### config.mk
export PLATFORM = sky130hd
export DESIGN_NAME = bcb_ram
export DESIGN_NICKNAME = d
export VERILOG_FILES = /design/src/rtl/bcb_ram.sv
export SDC_FILE = /design/constraint.sdc
export NUM_CORES = 2
export LEC_CHECK = 0
export ABC_AREA = 0
export BUFFER_PORTS_ARGS = -buffer_cell sky130_fd_sc_hd__buf_2
export CAP_MARGIN = 10
export CORE_ASPECT_RATIO = 2
export CORE_MARGIN = 2
export CORE_UTILIZATION = 25
export CTS_BUF_LIST = sky130_fd_sc_hd__clkbuf_8 sky130_fd_sc_hd__clkbuf_16
export CTS_CLUSTER_SIZE = 30
export DETAILED_ROUTE_END_ITERATION = 6
export GPL_TIMING_DRIVEN = 1
export PLACE_DENSITY = 0.41
export SYNTH_ARGS = -nofsm -noshare
export SYNTH_HDL_FRONTEND = slang
export SYNTH_SLANG_ARGS = --single-unit
### constraint.sdc
create_clock -name clk_i -period 3 [get_ports clk_i]
set_input_delay 0.45 -clock clk_i [delete_from_list [all_inputs] [get_ports clk_i]]
set_output_delay 0.45 -clock clk_i [all_outputs]
set_load 0.05 [all_outputs]
### src/rtl/bcb_ram.sv
// bcb_ram: generic single-write, single-read RAM with registered read data
// no dependencies
module bcb_ram #(
  parameter int WIDTH = 8,
  parameter int DEPTH = 512,
  parameter int AW    = 9
) (
  input  logic             clk_i,
  input  logic             we_i,
  input  logic [AW-1:0]    waddr_i,
  input  logic [WIDTH-1:0] wdata_i,
  input  logic [AW-1:0]    raddr_i,
  output logic [WIDTH-1:0] rdata_o
);

  logic [WIDTH-1:0] mem_q [DEPTH];
  logic [WIDTH-1:0] rdata_q;

  always_ff @(posedge clk_i) begin
    if (we_i) begin
      mem_q[waddr_i] <= wdata_i;
    end
    rdata_q <= mem_q[raddr_i];
  end

  assign rdata_o = rdata_q;

endmodule

==> results by group <==
Outcome
  – Status: complete, but fails checks
  – Violated checks: setup timing

Drt
  – First drt pass iteration count: 5
  – Routed Antenna Nets: 0
  – Drt drc: 0
  – DR WL/cell: 29.8 µm
  – Initial DRC count: 6418
  – WL final: 543000 µm
  – Via count: 84386
  – DR vias/cell: 4.64

Placement
  – DP Wirelength: 386000 µm
  – I/O Buffers: 35
  – Post-Place Cells: 17537
  – Post-Place Worst Slack: -1.38 ns
  – Final GP Congestion: 0.834
  – Placed Instance Area: 183000 µm²

Power and ir drop
  – Net Sw Power: 26.6 mW
  – Logic pwr share: 6.4%
  – Power density over cell area: 609 nW/µm²
  – Overall Power: 119 mW
  – P_int: 91.9 mW
  – Flop pwr share: 53.3%
  – Lkg Pwr: 63.5 nW
  – VDD IR-drop max: 0.445 mV
  – Switching Share: 22.4%
  – Clock power frac: 40.3%

Yosys
  – Seq/Total Area, Yosys: 77.0%
  – Compound-gate portion of the synthesized area: 4.31%
  – Post-synthesis xor/xnor area fraction: 0%
  – Yosys warns: 0
  – Synth Register Bits: 4104
  – Main combinational cell family by area after synthesis: multiplexers
  – Synth Net Count: 8058
  – Syn_area_per_cell: 19.9 µm²
  – Adder-Cell Fraction of Synth Area: 0%
  – Post-Synth Simple-Gate Area: 2.63%
  – Synth unique cells: 51
  – Mapped Cells: 8030
  – Synth Flop Type: edfxtp_1
  – Multiplexer area fraction after synthesis: 14.2%
  – Share of synthesized registers carrying an async set or reset: 0%
  – EDFF count, synth: 4096
  – Synth Cell Area: 160000 µm²

Cells and area
  – Cell Count, Final, Fillers Out: 18199
  – Post-Layout Inst Area: 195000 µm²
  – Share of layout cells above drive strength 1: 29.6%
  – Fillers: 62032
  – Layout area overhead: 21.7%
  – Fin nets: 9588
  – Core Util, Final: 30.5%

Worst setup path
  – Buf/Inv on CP: 5
  – Worst Path Max Fanout: 20
  – Crit. Startpoint: raddr_i[0]
  – CP cell instances: buf_12 > buf_12 > buf_12 > buf_4 > mux4_2 > o22ai_1 > a22oi_1 > nand4_1 > buf_12 > nand2_1 > o2111a_1
  – Slowest-stage cell, CP: mux4_2
  – Slowest stage delay, CP: 0.59 ns
  – CP required: 3.84 ns
  – Startpoint types: primary input
  – CP delay by family, top: buffers and inverters
  – CP Class: primary input to register
  – CP Capture Type: register
  – CP arrival: 3.86 ns
  – Most numerous cell on the critical path: buf_12
  – FF-to-FF Start: mem_q[90][6]

Timing
  – Clock skew: 0.0577 ns
  – Relative max-transition margin: 12.4%
  – Minimum setup slack in the final design: -0.0264 ns
  – Hold Slack: 0.352 ns
  – Worst Tran Pin Value: 1.31 ns
  – Final Slew Violations: 0
  – RSZ-0062 raised after global routing: no
  – Fin crit share: 101%
  – Final Critical Period: 3.03 ns
  – Hold Fails Final Rpt: 0
  – Setup_tns: -0.0337 ns
  – Fmax: 330 MHz
  – # setup viols final: 2

GRT
  – Total track usage: 16.5%
  – Remaining global-route overflow: 0
  – Initial antenna violation count: 28
  – Vias in the first global route: 91315
  – First-pass GRT wire length: 746000 µm
  – Largest net degree at the start of global routing: 131

Floorplan
  – IO Count: 36
  – Die outline width: 570 µm
  – Die height: 1140 µm
  – Total core area: 638000 µm²
  – Initial Utilization: 25.1%
  – Row count: 415
  – Full die area: 647000 µm²

Clock tree
  – CTS tree: built
  – CTS Sinks: 4104
  – CTS H-Tree Depth: 5
  – Max Buffers Root-to-Sink: 4
  – CTS buffer count: 353
  – Worst-Skew Late Latency: 0.98 ns
  – CTS clk-pin slew, worst paths: 0.07 ns
  – CTS Root Cell: clkbuf_16

Flow run
  – # Max-Cap Violations: 0

Min path
  – Min-delay src: waddr_i[3]
  – HP Class: primary input to register
state kept, by name (all words and copies together) (netlist names):
signal	cells
mem_q	4096
rdata_o	8
power by group through the flow:
stage,logic (mW),registers [mW],clock network [mW]
floorplan,3.00,64.5,0
global placement,7.61,64.4,0
finish,7.54,63.2,47.8
global route,7.85,63.1,50.7
detailed placement,7.69,64.4,0
CTS,7.72,63.2,48.9
Yosys cell counts, drive strengths merged (4+ instances only):
cell,n,share of area [%]
buf,248,1.2
nor3b,8,0.038
o22ai,163,0.64
nor4,36,0.14
o41ai,7,0.038
nor2b,6,0.023
clkbuf,265,0.62
a21oi,194,0.61
or2,5,0.020
edfxtp,4096,77
mux2i,797,5.0
o21ai,119,0.37
a211oi,17,0.080
o311ai,6,0.033
nand2b,4,0.016
nand4,32,0.13
and3b,4,0.022
nor2,597,1.4
o221ai,372,2.0
a22o,5,0.027
nand2,111,0.26
o31ai,13,0.061
o2111a,8,0.056
dfxtp,8,0.10
a22oi,61,0.29
and3,4,0.016
nor3,109,0.34
or3,6,0.023
and2,20,0.078
nand3,36,0.11
mux4,654,9.2
cell usage in the layout (no fill, tap or decap), types with 45 or more instances in the layout:
cell type / Yosys / final
nand2_1: 111 / 96
nor3_1: 109 / 105
mux2i_1: 797 / 797
buf_4: 70 / 1461
edfxtp_1: 4096 / 4096
buf_12: 5 / 182
inv_1: 2 / 58
a21oi_1: 194 / 194
bufinv_16: 0 / 45
nor2_1: 597 / 595
clkinv_1: 0 / 68
mux4_2: 654 / 654
o21ai_0: 118 / 103
clkinv_2: 0 / 65
a22oi_1: 61 / 61
o221ai_1: 371 / 371
clkbuf_16: 0 / 364
o22ai_1: 163 / 163
cells by family after synthesis:
| group | count (synthesis) |
|---|---|
| buffers and inverters | 516 |
| AND/OR/NAND/NOR | 980 |
| AO/OA/AOI/OAI | 979 |
| flip-flops | 4104 |
| multiplexers | 1451 |
repair_timing:
action / 4_1_cts / 5_1_grt
cloned: 0 / 0
hold endpoints to repair: 119 / 0
setup endpoints to repair: 4 / 2
hold buffers: 8 / 0
setup buffers: 0 / 0
gates resized for setup: 4 / 2
worst reg2reg max path, cell delays in order (launching register included):
cell and delay, ns:
edfxtp_1 0.33, mux2i_1 0.06, buf_4 0.15, o221ai_1 0.37
a21oi_1 0.11, o21ai_0 0.65, nand4_1 0.41, o21ai_0 0.34
buf_4 0.24, o2111a_1 0.21
path summary, 6_finish.rpt:
path	slack, ns	to	cells after the start
setup / recovery	-0.03	rdata_o[6]	11
hold / removal	0.35	mem_q[418][5]	6
setup reg to reg	0.09	rdata_o[6]	9
hold reg to reg	1.20	rdata_o[7]	5
routing by layer:
metal	vias up	routed length (µm)	part of all wire, %	GRT usage, %
met3	665	14100	2.6	1.36
met2	1670	321000	59	34.2
li1	36366	-	-	-
met4	16	26200	4.8	7.13
met5	-	103	0.019	0
met1	45669	182000	34	16.1
layout make-up:
class,count,area [µm²],area share (%)
flip-flops and latches,4104,123000,63.3
multi-input cells,3410,34100,17.5
repair buffers,1688,15000,7.71
well taps,8340,10400,5.36
clock buffers,368,9160,4.71
clock inverters,279,2640,1.36
inverters,3,20.0,0.0103
diodes,7,17.5,0.00900
(Power assumes the default switching activity.)
